File: src/hdl/ptc_pkg.sv
// shared types and constants for the pressure and temperature compensation block
`default_nettype none
package ptc_pkg;

    localparam int RAW_W   = 20;
    localparam int CFG_IDX_W = 8;
    localparam int CFG_W   = 64;

    localparam logic [CFG_IDX_W-1:0] CFG_TEMP_COEFFS = 8'd0;
    localparam logic [CFG_IDX_W-1:0] CFG_PRESS_LOW   = 8'd1;
    localparam logic [CFG_IDX_W-1:0] CFG_PRESS_HIGH  = 8'd2;
    localparam logic [CFG_IDX_W-1:0] CFG_PRESS_NINE  = 8'd3;

    localparam logic CMD_TEMP  = 1'b0;
    localparam logic CMD_PRESS = 1'b1;

    localparam logic [63:0] FINE_OFFSET = 64'd128000;
    localparam logic [63:0] RAW_FULL    = 64'd1048576;
    localparam logic [63:0] PRESS_SCALE = 64'd3125;
    localparam logic [63:0] P1_BIAS     = 64'h0000_8000_0000_0000;

    // sequencer steps, temperature then pressure
    typedef enum logic [3:0] {
        ST_T_D1    = 4'd0,
        ST_T_D2SQ  = 4'd1,
        ST_T_T3    = 4'd2,
        ST_T_OUT   = 4'd3,
        ST_P_AA    = 4'd4,
        ST_P_P6    = 4'd5,
        ST_P_P5    = 4'd6,
        ST_P_P3    = 4'd7,
        ST_P_P2    = 4'd8,
        ST_P_P1    = 4'd9,
        ST_P_NUM   = 4'd10,
        ST_P_DIV   = 4'd11,
        ST_P_P9A   = 4'd12,
        ST_P_P9B   = 4'd13,
        ST_P_P8    = 4'd14,
        ST_P_OUT   = 4'd15
    } step_t;

    typedef enum logic [3:0] {
        S_IDLE  = 4'b0001,
        S_SETUP = 4'b0010,
        S_MUL   = 4'b0100,
        S_DIV   = 4'b1000
    } state_t;

    function automatic logic [63:0] sx16(input logic [15:0] v);
        return {{48{v[15]}}, v};
    endfunction

endpackage
`default_nettype wire

File: src/hdl/pressure_temperature_compensation.sv
// pressure and temperature compensation with a radix-16 serial multiplier and radix-2 divider
//
// channel  | handshake              | payload
// s_       | s_tvalid / s_tready    | s_tuser: cmd; s_tdata: raw_sample
// m_       | m_tvalid / m_tready    | m_tuser: result_kind, divide_by_zero; m_tdata: temp, press
// cfg_     | cfg_valid / cfg_ready  | cfg_index, cfg_data
//
// each multiply is a setup step and 16 four-bit digits, the divide a setup step and 64 bits
// temperature item: three multiplies; pressure item: ten multiplies and one divide,
// ending before the numerator multiply when the divisor is zero
// one item is in work at a time; the result register frees the input while it waits
// reset clears coefficients, fine temperature and all control state
`default_nettype none
module pressure_temperature_compensation
    import ptc_pkg::*;
(
    input  wire logic                 clk,
    input  wire logic                 rst_n,
    input  wire logic                 s_tvalid,
    output logic                      s_tready,
    input  wire logic [23:0]          s_tdata,   // raw_sample, zero pad
    input  wire logic                 s_tuser,   // cmd
    output logic                      m_tvalid,
    input  wire logic                 m_tready,
    output logic [63:0]               m_tdata,   // temperature_centi, pressure_q24_8
    output logic [1:0]                m_tuser,   // result_kind, divide_by_zero
    input  wire logic                 cfg_valid,
    output logic                      cfg_ready,
    input  wire logic [CFG_IDX_W-1:0] cfg_index,
    input  wire logic [CFG_W-1:0]     cfg_data
);

    state_t state_reg, state_next;
    step_t  step_reg, step_next;
    logic [5:0]  cnt_reg, cnt_next;
    logic [RAW_W-1:0] raw_reg, raw_next;
    logic [47:0] tc_reg;
    logic [63:0] pl_reg, ph_reg;
    logic [15:0] p9_reg;
    logic [31:0] fine_reg, fine_next;
    logic [63:0] mcand_reg, mcand_next, mplier_reg, mplier_next, prod_reg, prod_next;
    logic [63:0] aa_reg, aa_next, b_reg, b_next, t_reg, t_next, den_reg, den_next;
    logic [63:0] p_reg, p_next;
    logic        neg_reg, neg_next;
    logic        ovalid_reg, ovalid_next;
    logic [63:0] odata_reg, odata_next;
    logic [1:0]  ouser_reg, ouser_next;

    logic [63:0] t1, t2, t3, p1, p2, p3, p4, p5, p6, p7, p8, p9, a_val;
    logic [31:0] d1, d2, v1, v2, fine_new, temp_c, fine5;
    logic [63:0] pp, prod_sum, rem_sh_lo, num_abs, den_abs, quo, p_sh13, press_fin;
    logic [64:0] rem_sh, rem_diff;
    logic        out_free;

    assign t1 = {48'd0, tc_reg[15:0]};
    assign t2 = sx16(tc_reg[31:16]);
    assign t3 = sx16(tc_reg[47:32]);
    assign p1 = {48'd0, pl_reg[15:0]};
    assign p2 = sx16(pl_reg[31:16]);
    assign p3 = sx16(pl_reg[47:32]);
    assign p4 = sx16(pl_reg[63:48]);
    assign p5 = sx16(ph_reg[15:0]);
    assign p6 = sx16(ph_reg[31:16]);
    assign p7 = sx16(ph_reg[47:32]);
    assign p8 = sx16(ph_reg[63:48]);
    assign p9 = sx16(p9_reg);

    assign a_val = {{32{fine_reg[31]}}, fine_reg} - FINE_OFFSET;
    assign d1 = 32'(raw_reg >> 3) - 32'({t1[15:0], 1'b0});
    assign d2 = 32'(raw_reg >> 4) - 32'(t1[15:0]);
    assign v1 = 32'($signed(t_reg[31:0]) >>> 11);
    assign v2 = 32'($signed(b_reg[31:0]) >>> 14);
    assign fine_new = v1 + v2;
    assign fine5 = fine_new + {fine_new[29:0], 2'b00} + 32'd128;
    assign temp_c = 32'($signed(fine5) >>> 8);
    assign p_sh13 = 64'($signed(p_reg) >>> 13);
    assign press_fin = 64'($signed(p_reg + t_reg + b_reg) >>> 8) + {p7[59:0], 4'd0};

    // one four-bit digit of the multiplier per cycle
    assign pp = (mplier_reg[0] ? mcand_reg : 64'd0)
              + (mplier_reg[1] ? {mcand_reg[62:0], 1'b0} : 64'd0)
              + (mplier_reg[2] ? {mcand_reg[61:0], 2'b0} : 64'd0)
              + (mplier_reg[3] ? {mcand_reg[60:0], 3'b0} : 64'd0);
    assign prod_sum = prod_reg + pp;

    // restoring divide step: remainder in prod, quotient shifts through mplier
    assign rem_sh = {prod_reg, mplier_reg[63]};
    assign rem_diff = rem_sh - {1'b0, mcand_reg};
    assign rem_sh_lo = rem_sh[63:0];
    assign quo = {mplier_reg[62:0], ~rem_diff[64]};
    assign num_abs = aa_reg[63] ? (64'd0 - aa_reg) : aa_reg;
    assign den_abs = den_reg[63] ? (64'd0 - den_reg) : den_reg;

    assign out_free = !ovalid_reg || m_tready;
    assign s_tready = (state_reg == S_IDLE);
    assign cfg_ready = 1'b1;
    assign m_tvalid = ovalid_reg;
    assign m_tdata = odata_reg;
    assign m_tuser = ouser_reg;

    always_comb
    begin
        state_next = state_reg;
        step_next = step_reg;
        cnt_next = cnt_reg;
        raw_next = raw_reg;
        fine_next = fine_reg;
        mcand_next = mcand_reg;
        mplier_next = mplier_reg;
        prod_next = prod_reg;
        aa_next = aa_reg;
        b_next = b_reg;
        t_next = t_reg;
        den_next = den_reg;
        p_next = p_reg;
        neg_next = neg_reg;
        ovalid_next = ovalid_reg && !m_tready;
        odata_next = odata_reg;
        ouser_next = ouser_reg;
        case (state_reg)
            S_IDLE:
            begin
                if (s_tvalid)
                begin
                    raw_next = s_tdata[RAW_W-1:0];
                    step_next = (s_tuser == CMD_PRESS) ? ST_P_AA : ST_T_D1;
                    state_next = S_SETUP;
                end
            end
            S_SETUP:
            begin
                state_next = S_MUL;
                cnt_next = 6'd0;
                prod_next = 64'd0;
                case (step_reg)
                    ST_T_D1:
                    begin
                        mcand_next = {32'd0, d1};
                        mplier_next = t2;
                    end
                    ST_T_D2SQ:
                    begin
                        mcand_next = {32'd0, d2};
                        mplier_next = {32'd0, d2};
                    end
                    ST_T_T3:
                    begin
                        mcand_next = {32'd0, 32'($signed(aa_reg[31:0]) >>> 12)};
                        mplier_next = t3;
                    end
                    ST_T_OUT:
                    begin
                        state_next = S_SETUP;
                        if (out_free)
                        begin
                            fine_next = fine_new;
                            ovalid_next = 1'b1;
                            odata_next = {32'd0, temp_c};
                            ouser_next = {1'b0, CMD_TEMP};
                            state_next = S_IDLE;
                        end
                    end
                    ST_P_AA:
                    begin
                        mcand_next = a_val;
                        mplier_next = a_val;
                    end
                    ST_P_P6:
                    begin
                        mcand_next = aa_reg;
                        mplier_next = p6;
                    end
                    ST_P_P5:
                    begin
                        mcand_next = a_val;
                        mplier_next = p5;
                    end
                    ST_P_P3:
                    begin
                        mcand_next = aa_reg;
                        mplier_next = p3;
                    end
                    ST_P_P2:
                    begin
                        mcand_next = a_val;
                        mplier_next = p2;
                    end
                    ST_P_P1:
                    begin
                        mcand_next = P1_BIAS + t_reg;
                        mplier_next = p1;
                    end
                    ST_P_NUM:
                    begin
                        mcand_next = 64'({(RAW_FULL - 64'(raw_reg)), 31'd0}) - b_reg;
                        mplier_next = PRESS_SCALE;
                        if (den_reg == 64'd0)
                        begin
                            state_next = S_SETUP;
                            if (out_free)
                            begin
                                ovalid_next = 1'b1;
                                odata_next = 64'd0;
                                ouser_next = {1'b1, CMD_PRESS};
                                state_next = S_IDLE;
                            end
                        end
                    end
                    ST_P_DIV:
                    begin
                        mcand_next = den_abs;
                        mplier_next = num_abs;
                        neg_next = aa_reg[63] ^ den_reg[63];
                        state_next = S_DIV;
                    end
                    ST_P_P9A:
                    begin
                        mcand_next = p9;
                        mplier_next = p_sh13;
                    end
                    ST_P_P9B:
                    begin
                        mcand_next = t_reg;
                        mplier_next = p_sh13;
                    end
                    ST_P_P8:
                    begin
                        mcand_next = p8;
                        mplier_next = p_reg;
                    end
                    ST_P_OUT:
                    begin
                        state_next = S_SETUP;
                        if (out_free)
                        begin
                            ovalid_next = 1'b1;
                            odata_next = {press_fin[31:0], 32'd0};
                            ouser_next = {1'b0, CMD_PRESS};
                            state_next = S_IDLE;
                        end
                    end
                    default:
                    begin
                        state_next = S_IDLE;
                    end
                endcase
            end
            S_MUL:
            begin
                prod_next = prod_sum;
                mcand_next = {mcand_reg[59:0], 4'd0};
                mplier_next = {4'd0, mplier_reg[63:4]};
                cnt_next = cnt_reg + 6'd1;
                if (cnt_reg[3:0] == 4'd15)
                begin
                    state_next = S_SETUP;
                    step_next = step_t'(step_reg + 4'd1);
                    case (step_reg)
                        ST_T_D1:   t_next = prod_sum;
                        ST_T_D2SQ: aa_next = prod_sum;
                        ST_T_T3:   b_next = prod_sum;
                        ST_P_AA:   aa_next = prod_sum;
                        ST_P_P6:   b_next = prod_sum;
                        ST_P_P5:   b_next = b_reg + {prod_sum[46:0], 17'd0}
                                          + {p4[28:0], 35'd0};
                        ST_P_P3:   t_next = prod_sum;
                        ST_P_P2:   t_next = 64'($signed(t_reg) >>> 8)
                                          + {prod_sum[51:0], 12'd0};
                        ST_P_P1:   den_next = 64'($signed(prod_sum) >>> 33);
                        ST_P_NUM:  aa_next = prod_sum;
                        ST_P_P9A:  t_next = prod_sum;
                        ST_P_P9B:  t_next = 64'($signed(prod_sum) >>> 25);
                        ST_P_P8:   b_next = 64'($signed(prod_sum) >>> 19);
                        default:   b_next = b_reg;
                    endcase
                end
            end
            S_DIV:
            begin
                prod_next = rem_diff[64] ? rem_sh_lo : rem_diff[63:0];
                mplier_next = quo;
                cnt_next = cnt_reg + 6'd1;
                if (cnt_reg == 6'd63)
                begin
                    p_next = neg_reg ? (64'd0 - quo) : quo;
                    step_next = step_t'(step_reg + 4'd1);
                    state_next = S_SETUP;
                end
            end
            default:
            begin
                state_next = S_IDLE;
            end
        endcase
    end

    always_ff @(posedge clk or negedge rst_n)
    begin
        if (!rst_n)
        begin
            state_reg <= S_IDLE;
            step_reg <= ST_T_D1;
            cnt_reg <= 6'd0;
            ovalid_reg <= 1'b0;
            fine_reg <= 32'd0;
            tc_reg <= 48'd0;
            pl_reg <= 64'd0;
            ph_reg <= 64'd0;
            p9_reg <= 16'd0;
        end
        else
        begin
            state_reg <= state_next;
            step_reg <= step_next;
            cnt_reg <= cnt_next;
            ovalid_reg <= ovalid_next;
            fine_reg <= fine_next;
            if (cfg_valid)
            begin
                case (cfg_index)
                    CFG_TEMP_COEFFS: tc_reg <= cfg_data[47:0];
                    CFG_PRESS_LOW:   pl_reg <= cfg_data;
                    CFG_PRESS_HIGH:  ph_reg <= cfg_data;
                    CFG_PRESS_NINE:  p9_reg <= cfg_data[15:0];
                    default:         p9_reg <= p9_reg;
                endcase
            end
        end
    end

    always_ff @(posedge clk)
    begin
        raw_reg <= raw_next;
        mcand_reg <= mcand_next;
        mplier_reg <= mplier_next;
        prod_reg <= prod_next;
        aa_reg <= aa_next;
        b_reg <= b_next;
        t_reg <= t_next;
        den_reg <= den_next;
        p_reg <= p_next;
        neg_reg <= neg_next;
        odata_reg <= odata_next;
        ouser_reg <= ouser_next;
    end

    a_dz_zero: assert property (@(posedge clk) disable iff (!rst_n)
        m_tvalid && m_tuser[1] |-> m_tdata[63:32] == 32'd0 && m_tuser[0] == CMD_PRESS)
        else $error("divide by zero result carries nonzero pressure");

    a_temp_clean: assert property (@(posedge clk) disable iff (!rst_n)
        m_tvalid && m_tuser[0] == CMD_TEMP |-> m_tdata[63:32] == 32'd0 && !m_tuser[1])
        else $error("temperature result carries pressure fields");

    a_press_clean: assert property (@(posedge clk) disable iff (!rst_n)
        m_tvalid && m_tuser[0] == CMD_PRESS |-> m_tdata[31:0] == 32'd0)
        else $error("pressure result carries temperature");

    a_busy_after_accept: assert property (@(posedge clk) disable iff (!rst_n)
        s_tvalid && s_tready |=> state_reg == S_SETUP && !s_tready)
        else $error("sequencer did not start after input transfer");

    a_fine_update: assert property (@(posedge clk) disable iff (!rst_n)
        !$stable(fine_reg) |-> $past(state_reg == S_SETUP && step_reg == ST_T_OUT))
        else $error("fine temperature changed outside a temperature result");

endmodule
`default_nettype wire

File: config.mk
export PLATFORM = sky130hd
export DESIGN_NAME = pressure_temperature_compensation
export DESIGN_NICKNAME = d
export VERILOG_FILES = /design/src/hdl/ptc_pkg.sv /design/src/hdl/pressure_temperature_compensation.sv
export SDC_FILE = /design/constraint.sdc
export NUM_CORES = 2
export LEC_CHECK = 0
export BUFFER_PORTS_ARGS = -buffer_cell sky130_fd_sc_hd__buf_2
export CAP_MARGIN = 30
export CORE_MARGIN = 4
export CORE_UTILIZATION = 46
export DETAILED_ROUTE_END_ITERATION = 10
export GPL_TIMING_DRIVEN = 0
export HOLD_SLACK_MARGIN = 0.05
export SYNTH_ARGS = -nofsm -noshare
export SYNTH_HDL_FRONTEND = slang
export SYNTH_SLANG_ARGS = --single-unit
export TNS_END_PERCENT = 50
File: constraint.sdc
create_clock -name clk -period 8.3 [get_ports clk]
set_input_delay 0.83 -clock clk [delete_from_list [all_inputs] [get_ports clk]]
set_output_delay 0.83 -clock clk [all_outputs]
set_load 0.02 [all_outputs]
=== Word level (Yosys, flattened, before mapping) ===
Cells that the tools add are included.

* $add $sub $neg: 25
* Equality and inequality tests: 33
* Mux-type cells: 42
* Bitwise gates (word level): 2
* Reduce and logical (&&, ||, !) cells: 39

{| class="wikitable"
|+ Operators by type and width
! kind !! number
|-
| $pmux W64 S3 || 5
|-
| $pmux W64 S13 || 1
|-
| $mux W64 || 12
|-
| $pmux W64 S11 || 1
|-
| $add A64 B64 Y64 || 7
|-
| $pmux W64 S2 || 1
|-
| $sub A1 B64 Y64 const A || 2
|-
| $add A40 B40 Y40 || 2
|-
| $sub A65 B64 Y65 || 1
|-
| $add A48 B64 Y64 const A || 1
|-
| $logic_not A64 Y1 || 1
|-
| $sub A64 B64 Y64 || 1
|-
| $eq A4 B4 Y1 const B || 10
|-
| $add A32 B20 Y32 || 1
|-
| $sub A1 B31 Y32 const A || 1
|-
| $add A25 B9 Y26 const B || 1
|-
| $add A22 B24 Y25 || 1
|-
| $mux W4 || 6
|-
| $pmux W4 S3 || 2
|-
| $sub A22 B18 Y23 const B || 1
|-
| $add A21 B18 Y22 || 1
|-
| $sub A21 B20 Y22 const A || 1
|-
| $eq A4 B3 Y1 const B || 5
|-
| $reduce_and A2 Y1 || 9
|-
| other kinds (33) || 67
|}

* Register bits: 795
* Input bits: 102
* Output and inout port bits: 69

=== Longest topological paths before layout ===
* Depth in word-level cells: 8
* Depth in mapped cells: 35

=== Least setup slack after synthesis ===
OpenSTA, ideal clock, no wires.

* Path type: flip-flop to flip-flop
* From: register mplier_reg[1]
* To: register b_reg[60], data pin
* Setup time: 0.261 ns
* Arrival: 7.840 ns
* Required time: 8.039 ns
* Slack: 0.199 ns
* Stages on the path, launching flop included: 35
* Clock period less this slack: 8.101 ns
* Cell sequence: edfxtp_1 > clkbuf_1 > clkbuf_1 > nand2_1 > fa_1 > inv_1 > fa_1 > inv_1 > fa_1 > inv_1 > fa_1 > a21oi_1 > nor2_1 > a211o_1 > o31ai_1 > o21ai_0 > a21oi_1 > o21bai_1 > a21oi_1 > xnor2_1 > inv_1 > fa_1 > inv_1 > ha_1 > nand2_1 > a21oi_1 > a221oi_1 > o22a_1 > o31ai_1 > a31o_2 > o21ba_2 > a41o_1 > a311oi_1 > xnor2_1 > a221o_1

* Cells in the longest elaborated chain, start to end: 8

{| class="wikitable"
|+ RTL lines
! element !! line !! RTL
|-
| from (decl) || pressure_temperature_compensation.sv:41 || <nowiki>logic [63:0] mcand_reg, mcand_next, mplier_reg, mplier_next, prod_reg, prod_next;</nowiki>
|-
| from (signal assigned) || pressure_temperature_compensation.sv:335 || <nowiki>mplier_reg <= mplier_next;</nowiki>
|-
| $mux W64 || pressure_temperature_compensation.sv:81 || <nowiki>+ (mplier_reg[1] ? {mcand_reg[62:0], 1'b0} : 64'd0)</nowiki>
|-
| $add A64 B64 Y64 || pressure_temperature_compensation.sv:81 ||
|-
| $add A64 B64 Y64 || pressure_temperature_compensation.sv:82 || <nowiki>+ (mplier_reg[2] ? {mcand_reg[61:0], 2'b0} : 64'd0)</nowiki>
|-
| $add A64 B64 Y64 || pressure_temperature_compensation.sv:83 || <nowiki>+ (mplier_reg[3] ? {mcand_reg[60:0], 3'b0} : 64'd0);</nowiki>
|-
| $add A64 B64 Y64 || pressure_temperature_compensation.sv:84 || <nowiki>assign prod_sum = prod_reg + pp;</nowiki>
|-
| named net prod_sum[19] || pressure_temperature_compensation.sv:51 || <nowiki>logic [63:0] pp, prod_sum, rem_sh_lo, num_abs, den_abs, quo, p_sh13, press_fin;</nowiki>
|-
| $add A64 B64 Y64 || pressure_temperature_compensation.sv:264 || <nowiki>ST_P_P5: b_next = b_reg + {prod_sum[46:0], 17'd0}</nowiki>
|-
| $add A64 B64 Y64 || pressure_temperature_compensation.sv:265 || <nowiki>+ {p4[28:0], 35'd0};</nowiki>
|-
| $pmux W64 S3 || pressure_temperature_compensation.sv:258 || <nowiki>case (step_reg)</nowiki>
|-
| to (signal assigned) || pressure_temperature_compensation.sv:338 || <nowiki>b_reg <= b_next;</nowiki>
|-
| to (decl) || pressure_temperature_compensation.sv:42 || <nowiki>logic [63:0] aa_reg, aa_next, b_reg, b_next, t_reg, t_next, den_reg, den_next;</nowiki>
|}

The timed path passes the listed nets, and every way through them passes these cells.
A chain may end at the register's enable or synchronous reset.

=== Worst setup path in the final report ===
Ends and elaborated chain as after synthesis.

==> impl_metrics.yaml <==
placed_design:
  hpwl_um: 279000
  dp_slack_ns: -2.97
  port_buffers: 165
  gp_congestion: 1.11
yosys:
  synth_cell_type_count: 92
  yosys-top-cells-area: "edfxtp_1, dfrtp_1, ha_1, fa_1, xnor2_1"
  syn_nets: 7585
  syn_inst: 6811
  syn-mean-instance-area_um2: 9.63
  synth_ff_type: "edfxtp_1"
  synth_area_leader_cell: "edfxtp_1"
  synthesis.area_mm2: 0.0656
  netlist.area_leader.share_pct: 25.3
  ys_seq_elements: 781
  synth_async_sr_flop_share_pct: 29.3
  synth_edf_count: 552
  yosysWarnings: 0
  yosysSeqAreaShare_pct: 34.0
cts:
  cts_tree: "yes"
  clock_latency_ns: 0.74
  htreeDepth: 3
  numCtsBuffers: 96
  path_clk_slew_ns: 0.06
  cts_root_buf: "clkbuf_16"
  clkSinkCount: 781
  cts_buffer_depth: 3
worst_setup_path:
  rrSetupSlack_ns: -0.38
  r2r-start: "mplier_reg[1]"
  rr_worst_depth: 37
  cpMostUsedCell: "fa_1"
  max_stage_delay_ns: 0.63
  worstPathRequired_ns: 8.78
  arrival_ns: 9.16
  cpMaxStageDelayCell: "edfxtp_1"
  end_kind: "register"
  path_max_fanout: 7
  path_class: "register to register"
  startpoint_type: "register"
  reg2reg_to: "b_reg[60]"
floorplanning:
  core_area_mm2: 0.142
  die_h_um: 386
  die_width_um: 386
  ioPinCount: 171
  initial_utilization_pct: 46.3
  rows: 138
  die_area_mm2: 0.149
sta:
  worstMarginPinSlew_ns: 1.20
  min_period_ns: 8.68
  slew_viol_final: 0
  hold_violations: 0
  rsz0062_at_grt: "true"
  setup-violations-final: 19
  slew_headroom_pct: 20.2
  worst_slack_ns: -0.376
  clock.fmax_mhz: 115
  skew_ns: 0.0425
  period_share_pct: 105
drt:
  vias: 63282
  drt_wl_total_um: 348000
  remaining_drc_errors: 0
  drtIter0Drc: 8937
  routed_via_density: 6.81
  dr.pass1.iters: 9
  wl_per_cell_um: 37.4
  ant_nets: 0
final_layout:
  drive_gt1_share_pct: 14.7
  register_area_mm2: 0.0223
  layout.nets: 8079
  multi_input_area_mm2: 0.0418
  layout-area-overhead-vs-synth_pct: 17.0
  nFillCells: 12969
hold_path:
  hp-class: "input port to register"
  worstHoldPathCells: 1
  hold_start: "s_tdata[14]"
  hold-path-endpoint: "raw_reg[14]"
global_routing:
  grt_util_all_layers_pct: 45.6
  grt_pass1_vias: 59287
  grt_max_degree: 93
  grt.overflow.total: 0
  antenna_found_initial: 36
  grt_pass1_wl_um: 471000
status:
  violations: "negative setup slack"
  status: "complete, but fails checks"
flow_run:
  drv_cap: 0
==> per-stage QoR <==
step / setup TNS [ns] / hold slack [ns] / instance area [um2] / util (%) / cells
after floorplan: 0 / 0.451 / 65600 / - / 6811
after global placement: -1119.40 / 0.476 / 68800 / 48.6 / 8866
after detailed placement: -134.86 / 0.493 / 70900 / 50.0 / 8983
after CTS: -1.02 / 0.250 / 75700 / 53.5 / 9238
after global routing: -4.56 / 0.258 / 76700 / 54.2 / 9279
final: -3.10 / 0.270 / 76700 / 54.2 / 9299
==> cells in the final DEF (no fill, tap or decap), types with 51 or more instances in the layout <==
| cell type | instances |
|---|---|
| nor2b_1 | 63 |
| ha_1 | 387 |
| mux2i_1 | 75 |
| xnor2_1 | 303 |
| dfrtp_1 | 228 |
| o31ai_1 | 61 |
| nor2_1 | 352 |
| a22oi_1 | 106 |
| inv_1 | 423 |
| a21o_1 | 204 |
| o221ai_1 | 72 |
| buf_8 | 55 |
| clkbuf_16 | 104 |
| nand2_1 | 547 |
| clkbuf_1 | 294 |
| a21oi_1 | 375 |
| nand3_1 | 126 |
| mux2_2 | 202 |
| or3_1 | 51 |
| nand4_1 | 63 |
| xor2_1 | 174 |
| fa_1 | 255 |
| buf_2 | 176 |
| o21ai_0 | 389 |
| a31oi_1 | 59 |
| buf_4 | 145 |
| nor3_1 | 120 |
| edfxtp_1 | 552 |
| a221oi_1 | 93 |
| a221o_1 | 71 |
| and2_1 | 174 |
==> per-layer routing <==
metal	share of wire, %	vias up	GRT usage, %
met2	41	4443	66.0
met4	10	8	35.7
met5	0.021	-	0
met3	12	1203	14.1
li1	-	26233	-
met1	37	31395	56.5
==> cells in the mapped netlist, drive strengths merged, types with 71 or more instances <==
master and count:
and2 175, a221oi 95, mux2i 75, dfrtp 228, xnor2 334, ha 416
inv 447, o221ai 74, clkbuf 301, nor2 361, nand3 131, mux2 202
fa 256, edfxtp 552, xor2 191, a21o 204, nand2 553, a21oi 400
a221o 71, o21ai 409, nor3 129, a22oi 107
==> timing repair <==
| action | 4_1_cts | 5_1_grt |
|---|---|---|
| hold endpoints to repair | 6 | 0 |
| buffers inserted | 83 | 38 |
| endpoints found under the setup margin | 90 | 39 |
| resized for setup | 170 | 111 |
| hold buffers | 1 | 0 |
| pin swaps | 64 | 76 |
==> worst max path at each step <==
| stage | depth (start not counted) | slack (ns) | startpoint | end |
|---|---|---|---|---|
| global route | 36 | -0.44 | mplier_reg[1] | b_reg[60] |
| floorplan | 34 | 0.20 | mplier_reg[1] | b_reg[60] |
| CTS | 36 | -0.21 | mplier_reg[1] | b_reg[62] |
| finish | 37 | -0.38 | mplier_reg[1] | b_reg[60] |
| detailed placement | 36 | -2.97 | mplier_reg[0] | b_reg[62] |
| global placement | 5 | -4.36 | state_reg[1] | aa_reg[41] |
==> worst max-delay path, delay by kind of cell (launching register included) <==
family	cells	cell delay (ns)
DFF	1	0.63
xor gates and xnor gates	2	0.47
buffers and inverters	12	1.73
and+or+nand+nor	4	0.30
AOI/OAI and AO/OA	13	2.63
adders and majority gates	6	2.62
==> cells by family after synthesis <==
group | count (synthesis) | share of synthesized area, %
compound gates | 1997 | 20.9
simple gates | 1757 | 13.0
buf+inv | 801 | 4.74
flops | 781 | 34.0
fa+ha+maj | 672 | 15.7
xor+xnor | 525 | 7.01
mux | 277 | 4.61
other cells | 1 | 0.00572
==> area by class of cell <==
cell class	instances	share of cell area, %
multi-input combinational	5229	54.5
sequential	781	29.1
timing repair buffer	412	4.80
clock buffer	127	3.55
tap	1890	3.08
inverter	447	2.28
buffer	338	1.87
clock inverter	54	0.807
antenna	21	0.0685
Power is not shown: default switching activity piles up to over one toggle a cycle in this logic, so the estimate is an artifact.
